## src/crc32rc_pkg.sv

```systemverilog
// crc32rc_pkg: shared types, constants and the crc byte update for the record checker
// no dependencies; imported by crc32rc_engine and crc32_record_checker_core
package crc32rc_pkg;

    localparam logic [31:0] CRC_POLY    = 32'hEDB8_8320;
    localparam logic [31:0] CRC_ONES    = 32'hFFFF_FFFF;
    localparam logic [7:0]  ERASED_BYTE = 8'hFF;

    // request codes
    localparam logic REQ_GENERATE = 1'b0;
    localparam logic REQ_VERIFY   = 1'b1;

    // status codes
    localparam logic [1:0] STATUS_OK       = 2'd0;
    localparam logic [1:0] STATUS_ERASED   = 2'd1;
    localparam logic [1:0] STATUS_MISMATCH = 2'd2;

    // one input transaction: a record byte
    typedef struct packed {
        logic        req_type;
        logic [7:0]  data_byte;
        logic        last_byte;
        logic [31:0] stored_crc;
    } req_t;

    // one output transaction: the finished record check
    typedef struct packed {
        logic [31:0] crc_value;
        logic [1:0]  status;
    } rsp_t;

    // reflected crc-32, one byte, eight shift-xor steps
    function automatic logic [31:0] crc_byte_update(input logic [31:0] crc,
                                                    input logic [7:0]  data);
        logic [31:0] c;
        c = crc ^ {24'h0, data};
        for (int i = 0; i < 8; i++)
        begin
            if (c[0])
            begin
                c = (c >> 1) ^ CRC_POLY;
            end
            else
            begin
                c = c >> 1;
            end
        end
        return c;
    endfunction

endpackage

```

## src/crc32rc_engine.sv

```systemverilog
// crc32rc_engine: running crc and erased flag of the current record, plus result logic
// depends on crc32rc_pkg
module crc32rc_engine (
    input  logic                clk,
    input  logic                rst_n,
    input  logic                step,
    input  crc32rc_pkg::req_t   item,
    output crc32rc_pkg::rsp_t   result
);
    import crc32rc_pkg::*;

    logic [31:0] crc_reg;
    logic [31:0] crc_next;
    logic        erased_reg;
    logic        erased_next;
    logic [31:0] crc_upd;
    logic        erased_upd;
    logic [31:0] final_crc;

    // byte update and erased tracking
    always_comb
    begin
        crc_upd    = crc_byte_update(crc_reg, item.data_byte);
        erased_upd = erased_reg && (item.data_byte == ERASED_BYTE);
        final_crc  = crc_upd ^ CRC_ONES;
    end

    // result of the record, meaningful when the byte is the last one
    always_comb
    begin
        result.crc_value = final_crc;
        result.status    = STATUS_OK;
        if (item.req_type == REQ_VERIFY)
        begin
            if (erased_upd && (item.stored_crc == CRC_ONES))
            begin
                result.status = STATUS_ERASED;
            end
            else if (final_crc != item.stored_crc)
            begin
                result.status = STATUS_MISMATCH;
            end
        end
    end

    // state update, re-arm at the end of a record
    always_comb
    begin
        crc_next    = crc_reg;
        erased_next = erased_reg;
        if (step)
        begin
            if (item.last_byte)
            begin
                crc_next    = CRC_ONES;
                erased_next = 1'b1;
            end
            else
            begin
                crc_next    = crc_upd;
                erased_next = erased_upd;
            end
        end
    end

    always_ff @(posedge clk or negedge rst_n)
    begin
        if (!rst_n)
        begin
            crc_reg    <= CRC_ONES;
            erased_reg <= 1'b1;
        end
        else
        begin
            crc_reg    <= crc_next;
            erased_reg <= erased_next;
        end
    end

`ifndef NO_ASSERTIONS
    // a finished record leaves the state re-armed
    a_rearm: assert property (@(posedge clk) disable iff (!rst_n)
        step && item.last_byte |=> crc_reg == CRC_ONES && erased_reg)
        else $error("state not re-armed after last byte");

    // the erased flag never comes back inside a record
    a_erased_sticky: assert property (@(posedge clk) disable iff (!rst_n)
        !erased_reg && !(step && item.last_byte) |=> !erased_reg)
        else $error("erased flag set again within a record");

    // generate requests always report ok
    a_gen_ok: assert property (@(posedge clk) disable iff (!rst_n)
        item.req_type == REQ_GENERATE |-> result.status == STATUS_OK)
        else $error("generate request with non-ok status");
`endif

endmodule

```

## src/crc32_record_checker_core.sv

```systemverilog
// crc32_record_checker_core: top level of the crc-32 record checker
// depends on crc32rc_pkg and crc32rc_engine
//
// Takes one record byte per transaction and returns one result per record, on
// its last byte: the reflected crc-32 (ieee 802.3) and, for verify requests, a
// status of ok, erased or mismatch. A new byte is accepted every cycle while
// req_stall is low; the result of a record is computed from the input register
// into the result register, from which it is offered on rsp.
// The cycle is set by the eight-step unrolled crc byte update that sits between
// the input register and the result register. Stall on the byte side rises only
// while a last byte waits for the result register to free up.
module crc32_record_checker_core (
    input  logic                clk,
    input  logic                rst_n,
    input  logic                req_valid,
    output logic                req_stall,
    input  crc32rc_pkg::req_t   req,
    output logic                rsp_valid,
    input  logic                rsp_stall,
    output crc32rc_pkg::rsp_t   rsp
);
    import crc32rc_pkg::*;

    logic  s1_valid_reg;
    logic  s1_valid_next;
    req_t  s1_item_reg;
    logic  rsp_valid_reg;
    logic  rsp_valid_next;
    rsp_t  rsp_reg;
    rsp_t  result;
    logic  rsp_free;
    logic  s1_fire;
    logic  req_fire;

    // stage handshake: non-last bytes always move on, last bytes need the result slot
    always_comb
    begin
        rsp_free  = !rsp_valid_reg || !rsp_stall;
        s1_fire   = s1_valid_reg && (!s1_item_reg.last_byte || rsp_free);
        req_stall = s1_valid_reg && !s1_fire;
        req_fire  = req_valid && !req_stall;
    end

    // input register occupancy
    always_comb
    begin
        s1_valid_next = s1_valid_reg;
        if (req_fire)
        begin
            s1_valid_next = 1'b1;
        end
        else if (s1_fire)
        begin
            s1_valid_next = 1'b0;
        end
    end

    // result register occupancy
    always_comb
    begin
        rsp_valid_next = rsp_valid_reg;
        if (s1_fire && s1_item_reg.last_byte)
        begin
            rsp_valid_next = 1'b1;
        end
        else if (!rsp_stall)
        begin
            rsp_valid_next = 1'b0;
        end
    end

    crc32rc_engine u_engine (
        .clk    (clk),
        .rst_n  (rst_n),
        .step   (s1_fire),
        .item   (s1_item_reg),
        .result (result)
    );

    // control registers
    always_ff @(posedge clk or negedge rst_n)
    begin
        if (!rst_n)
        begin
            s1_valid_reg  <= 1'b0;
            rsp_valid_reg <= 1'b0;
        end
        else
        begin
            s1_valid_reg  <= s1_valid_next;
            rsp_valid_reg <= rsp_valid_next;
        end
    end

    // payload registers
    always_ff @(posedge clk)
    begin
        if (req_fire)
        begin
            s1_item_reg <= req;
        end
        if (s1_fire && s1_item_reg.last_byte)
        begin
            rsp_reg <= result;
        end
    end

    assign rsp_valid = rsp_valid_reg;
    assign rsp       = rsp_reg;

`ifndef NO_ASSERTIONS
    // a result only appears after a last byte left the input register
    a_rsp_source: assert property (@(posedge clk) disable iff (!rst_n)
        $rose(rsp_valid_reg) |-> $past(s1_fire && s1_item_reg.last_byte))
        else $error("result without a last byte");

    // stall only while the input register holds a blocked last byte
    a_stall_cause: assert property (@(posedge clk) disable iff (!rst_n)
        req_stall |-> s1_valid_reg && s1_item_reg.last_byte && rsp_valid_reg && rsp_stall)
        else $error("input stalled without cause");

    // a held result is never overwritten while stalled
    a_no_overwrite: assert property (@(posedge clk) disable iff (!rst_n)
        rsp_valid_reg && rsp_stall |-> !(s1_fire && s1_item_reg.last_byte))
        else $error("result register overwritten while stalled");

    // status is one of the defined codes
    a_status_code: assert property (@(posedge clk) disable iff (!rst_n)
        rsp_valid_reg |-> rsp_reg.status == STATUS_OK || rsp_reg.status == STATUS_ERASED
                          || rsp_reg.status == STATUS_MISMATCH)
        else $error("undefined status code");
`endif

endmodule

```

## config.mk

```make
export PLATFORM = sky130hd
export DESIGN_NAME = crc32_record_checker_core
export DESIGN_NICKNAME = d
export VERILOG_FILES = /design/src/crc32rc_pkg.sv /design/src/crc32rc_engine.sv /design/src/crc32_record_checker_core.sv
export SDC_FILE = /design/constraint.sdc
export NUM_CORES = 1
export LEC_CHECK = 0
export ABC_AREA = 1
export BUFFER_PORTS_ARGS = -buffer_cell sky130_fd_sc_hd__buf_2
export CAP_MARGIN = 20
export CORE_MARGIN = 1
export CORE_UTILIZATION = 58
export CTS_CLUSTER_DIAMETER = 50
export DETAILED_ROUTE_END_ITERATION = 16
export HOLD_SLACK_MARGIN = 0.1
export PLACE_DENSITY = 0.85
export SKIP_LAST_GASP = 1
export SYNTH_ARGS = -nofsm -noshare
export SYNTH_HDL_FRONTEND = slang
export SYNTH_HIERARCHICAL = 1
export SYNTH_SLANG_ARGS = --single-unit
```

## constraint.sdc

```tcl
create_clock -name clk -period 3.5 [get_ports clk]
set_clock_uncertainty 0.05 [all_clocks]
set_input_delay 0.7 -clock clk [delete_from_list [all_inputs] [get_ports clk]]
set_output_delay 0.7 -clock clk [all_outputs]
set_load 0.005 [all_outputs]
```

==> results of run 1 <==
==> power by group <==
| group | switching (mW) | total, mW | internal (mW) |
|---|---|---|---|
| logic | 1.58 | 2.27 | 0.681 |
| clock network | 0.419 | 0.813 | 0.394 |
| registers | 0.176 | 1.99 | 1.82 |
==> worst max-delay path: cells and delay by family (launching register included) <==
kind,cells,cell delay [ns]
AOI/OAI and AO/OA,1,0.31
buffers and inverters,5,1.30
DFF,1,0.44
and+or+nand+nor,3,0.41
==> per-layer routing <==
layer / GRT usage / vias to the layer above / share of wire
li1: - / 2546 / -
met3: 0.0702 / 60 / 0.094
met1: 0.403 / 2589 / 0.39
met5: 0 / - / 0
met2: 0.523 / 298 / 0.47
met4: 0.166 / 0 / 0.044
==> cells in the mapped netlist <==
cell type	number
sky130_fd_sc_hd__a21oi_1	2
sky130_fd_sc_hd__inv_2	6
sky130_fd_sc_hd__nor4_1	2
sky130_fd_sc_hd__clkbuf_1	4
sky130_fd_sc_hd__o22ai_1	15
sky130_fd_sc_hd__a2bb2oi_1	1
sky130_fd_sc_hd__a22oi_1	7
sky130_fd_sc_hd__clkinv_1	1
sky130_fd_sc_hd__nor2_1	22
sky130_fd_sc_hd__inv_1	112
sky130_fd_sc_hd__dfrtp_1	2
sky130_fd_sc_hd__nand3b_1	12
sky130_fd_sc_hd__o21ai_0	10
sky130_fd_sc_hd__nand3_1	62
sky130_fd_sc_hd__xor2_1	3
sky130_fd_sc_hd__nor2_2	2
sky130_fd_sc_hd__edfxtp_1	76
sky130_fd_sc_hd__xnor2_2	1
sky130_fd_sc_hd__buf_6	2
sky130_fd_sc_hd__dfstp_2	33
sky130_fd_sc_hd__nor3_1	1
sky130_fd_sc_hd__nand4_1	10
sky130_fd_sc_hd__nand3_2	2
sky130_fd_sc_hd__nand2_4	14
sky130_fd_sc_hd__buf_2	1
sky130_fd_sc_hd__nand2_2	24
sky130_fd_sc_hd__o21ai_1	1
sky130_fd_sc_hd__nand2_1	316
==> cell type report <==
cell class / instances / area [um2]
Tap cell: 133 / 166
Multi-Input combinational cell: 507 / 2360
Timing Repair Buffer: 85 / 435
Sequential cell: 111 / 3200
Clock inverter: 4 / 50.0
Clock buffer: 12 / 166
Inverter: 119 / 447
Fill cell: 828 / 3130
==> metrics by stage <==
stage / cells / hold slack (ns)
3_3_place_gp: 955 / 0.419
5_1_grt: 971 / 0.398
2_1_floorplan: 744 / 0.354
4_1_cts: 971 / 0.362
3_5_place_dp: 955 / 0.422
6_report: 971 / 0.356
==> cell families after synthesis <==
logic type,share of synthesized area
AND/OR/NAND/NOR,0.346
buffers and inverters,0.0810
flip-flops,0.530
AO/OA/AOI/OAI,0.0365
XOR/XNOR,0.00704
==> final timing paths <==
kind                                                 start                               end  slack (ns)  cells past startpoint
hold reg to reg            u_engine/erased_reg$_DFFE_PN1P_   u_engine/erased_reg$_DFFE_PN1P_        0.44                      2
max in group asynchronous                            rst_n          s1_valid_reg$_DFFE_PN0P_        2.48                      1
setup reg to reg                 s1_item_reg[32]$_DFFE_PP_  u_engine/crc_reg[14]$_DFFE_PN1P_        0.92                      9
setup / recovery                 s1_item_reg[32]$_DFFE_PP_  u_engine/crc_reg[14]$_DFFE_PN1P_        0.92                      9
min in group clk                                    req[1]          s1_item_reg[1]$_DFFE_PP_        0.42                      1
hold / removal                                       rst_n             rsp_valid$_DFFE_PN0P_        0.36                      1
==> cell usage in the layout (no fill, tap or decap) <==
| cell type | count |
|---|---|
| sky130_fd_sc_hd__o21ai_0 | 10 |
| sky130_fd_sc_hd__nand3_1 | 62 |
| sky130_fd_sc_hd__nand2_1 | 316 |
| sky130_fd_sc_hd__bufinv_16 | 1 |
| sky130_fd_sc_hd__nand2_4 | 14 |
| sky130_fd_sc_hd__nor2_2 | 2 |
| sky130_fd_sc_hd__clkinv_1 | 1 |
| sky130_fd_sc_hd__nor4_1 | 2 |
| sky130_fd_sc_hd__inv_1 | 112 |
| sky130_fd_sc_hd__nor2_1 | 21 |
| sky130_fd_sc_hd__o21ai_1 | 1 |
| sky130_fd_sc_hd__nand4_1 | 10 |
| sky130_fd_sc_hd__clkbuf_8 | 10 |
| sky130_fd_sc_hd__clkbuf_1 | 1 |
| sky130_fd_sc_hd__o22ai_1 | 15 |
| sky130_fd_sc_hd__nand3b_1 | 12 |
| sky130_fd_sc_hd__edfxtp_1 | 76 |
| sky130_fd_sc_hd__nand2_2 | 24 |
| sky130_fd_sc_hd__clkbuf_16 | 1 |
| sky130_fd_sc_hd__dfstp_2 | 33 |
| sky130_fd_sc_hd__a21oi_1 | 2 |
| sky130_fd_sc_hd__xor2_1 | 3 |
| sky130_fd_sc_hd__dfrtp_1 | 2 |
| sky130_fd_sc_hd__nor3_1 | 1 |
| sky130_fd_sc_hd__buf_4 | 4 |
| sky130_fd_sc_hd__a22oi_1 | 7 |
| sky130_fd_sc_hd__clkinv_4 | 1 |
| sky130_fd_sc_hd__inv_4 | 1 |
| sky130_fd_sc_hd__clkinv_2 | 1 |
| sky130_fd_sc_hd__a2bb2oi_1 | 1 |
| sky130_fd_sc_hd__nor2_4 | 1 |
| sky130_fd_sc_hd__inv_2 | 6 |
| sky130_fd_sc_hd__xnor2_2 | 1 |
| sky130_fd_sc_hd__nand3_2 | 2 |
| sky130_fd_sc_hd__buf_2 | 81 |
==> impl_summary.log, run 1 <==
INFO  metric status = finished clean
INFO  metric globalRoute.totalOverflow = 0
INFO  metric totalWireLength = 16600 um
INFO  metric placement_rows = 36
INFO  metric layout_cells_sized_above_1 = 0.218
INFO  metric port_buffers = 81
INFO  metric timing_worst_setup_path_type = reg -> reg
INFO  metric remaining_routing_drc_violations = 0
INFO  metric final_total_power = 5.07 mW
INFO  metric totalNegativeSetupSlack = 0 ns
INFO  metric powerDensity = 744 mW/mm2
INFO  metric first_global_vias = 5277
INFO  metric finalNetCount = 879
INFO  metric hold_viol_final = 0
INFO  metric worstHoldPathType = in -> async
INFO  metric synth_area = 0.00604 mm2
INFO  metric number_of_diodes = 0
INFO  metric yosys.area.top_type_share = 0.378
INFO  metric ys.warnings.count = 6
INFO  metric synth_top_cell_by_area = sky130_fd_sc_hd__edfxtp_1
INFO  metric rsz0062_at_grt = no
INFO  metric finalCritPeriodShare = 0.738
INFO  metric ys_types = 28
INFO  metric effective_utilization_at_floorplan = 0.607
INFO  metric htree_levels = 3
INFO  metric antenna_found_initial = 0
INFO  metric cells_traversed_along_the_worst_timing_path = nand3_2, nand2_1, inv_1, buf_4, clkinv_1, nor2_2, inv_1, o22ai_1, inv_1
INFO  metric placed_cell_area = 0.00661 mm2
INFO  metric setup.worst_path.end_class = register
INFO  metric synthesis.instances = 744
INFO  metric track_usage = 0.321
INFO  metric ctsLongestPathBuffers = 2
INFO  metric post-dp-hpwl = 12300 um
INFO  metric finalSetupViolCount = 0
INFO  metric core = 0.00995 mm2
INFO  metric achievable-frequency = 0.387 GHz
INFO  metric critPathSlowestCell = sky130_fd_sc_hd__clkinv_1
INFO  metric setup.worst_path.start_class = register
INFO  metric cpPeakStageDelay = 0.45 ns
INFO  metric die_w = 104 um
INFO  metric number_of_iterations_in_the_first_detailed_routing_pass = 6
INFO  metric area_delta_synth_final = 13.0%
INFO  metric 1st_iter_drt_viols = 498
INFO  metric cp_common_cell = sky130_fd_sc_hd__inv_1
INFO  metric cts_root_buffer = sky130_fd_sc_hd__clkbuf_8
INFO  metric path_clk_slew = 0.11 ns
INFO  metric avgSynthCellArea = 8.12 um2
INFO  metric mappedNetlistNets = 790
INFO  metric netlist_top_cells_area = sky130_fd_sc_hd__edfxtp_1 (38%), sky130_fd_sc_hd__nand2_1 (20%), sky130_fd_sc_hd__dfstp_2 (14%)
INFO  metric finalWorstSetupSlack = 0.918 ns
INFO  metric slew_violations = 0
INFO  metric worstSkewPairLatency = 0.40 ns
INFO  metric worst_pin_slew = 0.889 ns
INFO  metric total_leakage_power = 3.52 nW
INFO  metric cts_tree = yes
INFO  metric postCtsHoldBufs = 0
INFO  metric yosys_register_bits = 111
INFO  metric ant_nets = 0
INFO  metric cts.repair.resized = 0
INFO  metric die_area = 0.0108 mm2
INFO  metric finalCoreUtilization = 0.686
INFO  metric crit_required = 3.77 ns
INFO  metric final_area = 0.00682 mm2
INFO  metric globalplace.congestion = 0.953
INFO  metric largest_register_ffs = 42
INFO  metric critical_path.max_fanout = 26
INFO  metric tritoncts.num_buffers = 9
INFO  metric dpl_worst_slack = 0.652 ns
INFO  metric grt_pass1_wl = 26200 um
INFO  metric maxCapViolCount = 0
INFO  metric grt_start_max_net_pins = 43
INFO  metric max-slew-margin-rel = 0.408
INFO  metric cts_setup_buffers = 0
INFO  metric drt-vias-per-instance = 5.66
INFO  metric num_vias = 5493
INFO  metric tritoncts_num_sinks = 111
INFO  metric irDropWorstVdd = 530 uV
INFO  metric floorplan.die.height = 104 um
INFO  metric post-route-min-period = 2.58 ns
INFO  metric wire_per_inst = 17.1 um
INFO  metric boundaryPins = 82
INFO  metric synth_sequential_area_ratio = 0.530
INFO  metric cp.arrival = 2.85 ns
No activity file was read; power rests on OpenSTA's default activity.
==> run 2: changes to the inputs <==
CORE_UTILIZATION = 52   (was 58)
PLACE_DENSITY = 0.81   (was 0.85)
clock period = 2.26 ns   (was 3.5 ns; I/O delays follow)
==> impl_summary.log, run 2 (synthesized netlist as in run 1, its figures left out) <==
INFO  metric status = finished with violations
INFO  metric violations_in_the_final_reports = setup timing
INFO  metric post-dp-hpwl = 12300 um
INFO  metric number_of_iterations_in_the_first_detailed_routing_pass = 6
INFO  metric rsz0062_at_grt = yes
INFO  metric totalWireLength = 17600 um
INFO  metric totalNegativeSetupSlack = -0.152 ns
INFO  metric timing_worst_setup_path_type = reg -> reg
INFO  metric cts_tree = yes
INFO  metric layout.cells.most_common = sky130_fd_sc_hd__nand2_1
INFO  metric cpPeakStageDelay = 0.62 ns
INFO  metric finalWorstSetupSlack = -0.152 ns
INFO  metric finalSetupViolCount = 1
INFO  metric setup.worst_path.start_class = register
INFO  metric num_vias = 5797
INFO  metric maxCapViolCount = 0
INFO  metric crit_required = 2.32 ns
INFO  metric worst_pin_slew = 0.746 ns
INFO  metric critPathSlowestCell = sky130_fd_sc_hd__dfstp_2
INFO  metric final_total_power = 9.65 mW
INFO  metric cp_common_cell = sky130_fd_sc_hd__nand2_1
INFO  metric worst_case_hold_slack = 0.222 ns
INFO  metric htree_levels = 3
INFO  metric 1st_iter_drt_viols = 587
INFO  metric finalNonFillerCells = 1059
INFO  metric layout_cells_sized_above_1 = 0.353
INFO  metric area_delta_synth_final = 32.1%
INFO  metric total_leakage_power = 4.07 nW
INFO  metric port_buffers = 81
INFO  metric floorplan.die.height = 110 um
INFO  metric ant_nets = 0
INFO  metric die_w = 110 um
INFO  metric path_clk_slew = 0.07 ns
INFO  metric layout_common_cells = sky130_fd_sc_hd__nand2_1 (265), sky130_fd_sc_hd__inv_1 (106), sky130_fd_sc_hd__buf_2 (81)
INFO  metric worstHoldPathType = in -> reg
INFO  metric finalCritPeriodShare = 1.07
INFO  metric slew_violations = 0
INFO  metric largest_register_ffs = 42
INFO  metric setup.worst_path.end_class = register
INFO  metric first_global_vias = 5430
INFO  metric post-route-min-period = 2.41 ns
INFO  metric drt-vias-per-instance = 5.47
INFO  metric die_area = 0.0121 mm2
INFO  metric number_of_placed_instances_taps_included = 1023
INFO  metric worstSkewPairLatency = 0.35 ns
INFO  metric core = 0.0111 mm2
INFO  metric powerDensity = 1210 mW/mm2
INFO  metric grt_start_max_net_pins = 32
INFO  metric cp.arrival = 2.47 ns
INFO  metric ctsLongestPathBuffers = 2
INFO  metric cells_traversed_along_the_worst_timing_path = inv_4, nand2_4, nand2_8, nand2_4, nand2_8, buf_12, nand2_1, nand2_2, nand2_1, nand2_1, nor2_1, nand2_1, nor2_2, nand2_1, nor2_2, nand2_1, nor2_1, nor2_1
INFO  metric grt_pass1_wl = 26900 um
INFO  metric max-slew-margin-rel = 0.502
INFO  metric remaining_routing_drc_violations = 0
INFO  metric placement_rows = 38
INFO  metric wire_per_inst = 16.6 um
INFO  metric cts_root_buffer = sky130_fd_sc_hd__clkbuf_16
INFO  metric critical_path.max_fanout = 7
INFO  metric hold_viol_final = 0
INFO  metric irDropWorstVdd = 977 uV
INFO  metric number_of_diodes = 0
INFO  metric track_usage = 0.304
INFO  metric boundaryPins = 82
INFO  metric achievable-frequency = 0.415 GHz
INFO  metric tritoncts.num_buffers = 9
INFO  metric antenna_found_initial = 0
INFO  metric finalNetCount = 960
INFO  metric effective_utilization_at_floorplan = 0.545
INFO  metric globalplace.congestion = 0.978
INFO  metric globalRoute.totalOverflow = 0
INFO  metric tritoncts_num_sinks = 111
[run 2: final timing paths]
kind,cells past startpoint,end,from,slack [ns]
max,18,rsp[1]$_DFFE_PP_,u_engine/crc_reg[1]$_DFFE_PN1P_,-0.15
min,1,s1_item_reg[15]$_DFFE_PP_,req[15],0.22
max reg2reg,18,rsp[1]$_DFFE_PP_,u_engine/crc_reg[1]$_DFFE_PN1P_,-0.15
min reg2reg,2,u_engine/erased_reg$_DFFE_PN1P_,u_engine/erased_reg$_DFFE_PN1P_,0.43
max in group asynchronous,3,u_engine/crc_reg[11]$_DFFE_PN1P_,rst_n,0.89
min in group asynchronous,2,s1_valid_reg$_DFFE_PN0P_,rst_n,0.56
[run 2: area by class of cell]
cell class | count | area (um2)
sequential | 111 | 3200
fill | 824 | 3100
multi-input combinational | 508 | 2750
timing repair buffer | 165 | 1100
inverter | 119 | 452
clock buffer | 10 | 229
tap | 140 | 175
clock inverter | 6 | 66.3
[run 2: per-layer routing]
metal | GRT usage | share of wire | wire length [um]
met1 | 0.382 | 0.39 | 6860
met2 | 0.486 | 0.47 | 8220
met3 | 0.0771 | 0.092 | 1620
met4 | 0.152 | 0.051 | 893
met5 | 0 | 0 | 0
[run 2: worst max-delay path, delay by kind of cell (launching register included)]
family / cells / cell delay (ns)
buf+inv: 2 / 0.20
flops: 1 / 0.62
simple gates: 16 / 1.32
[run 2: what timing repair did]
| item | CTS | global route |
|---|---|---|
| endpoints found under the setup margin | 1 | 1 |
| gates cloned | 1 | 0 |
| endpoints found under the hold margin | 2 | 0 |
| gates resized for setup | 66 | 42 |
| hold buffers | 1 | 0 |
| pin swaps | 19 | 39 |
| setup buffers | 9 | 9 |
[run 2: power breakdown]
part | internal, mW | switching [mW] | leakage (nW)
sequential | 2.82 | 0.292 | 1.10
clock | 0.864 | 0.702 | 0.137
combinational | 2.01 | 2.97 | 2.84
total | 5.69 | 3.96 | 4.07
[run 2: through the flow]
stage	utilization	area (um2)	setup slack [ns]
after floorplan	-	6040	0.129
after global placement	0.642	7110	-0.175
after detailed placement	0.642	7110	-0.181
after CTS	0.699	7740	-0.00294
after global routing	0.720	7980	-0.286
final	0.720	7980	-0.152
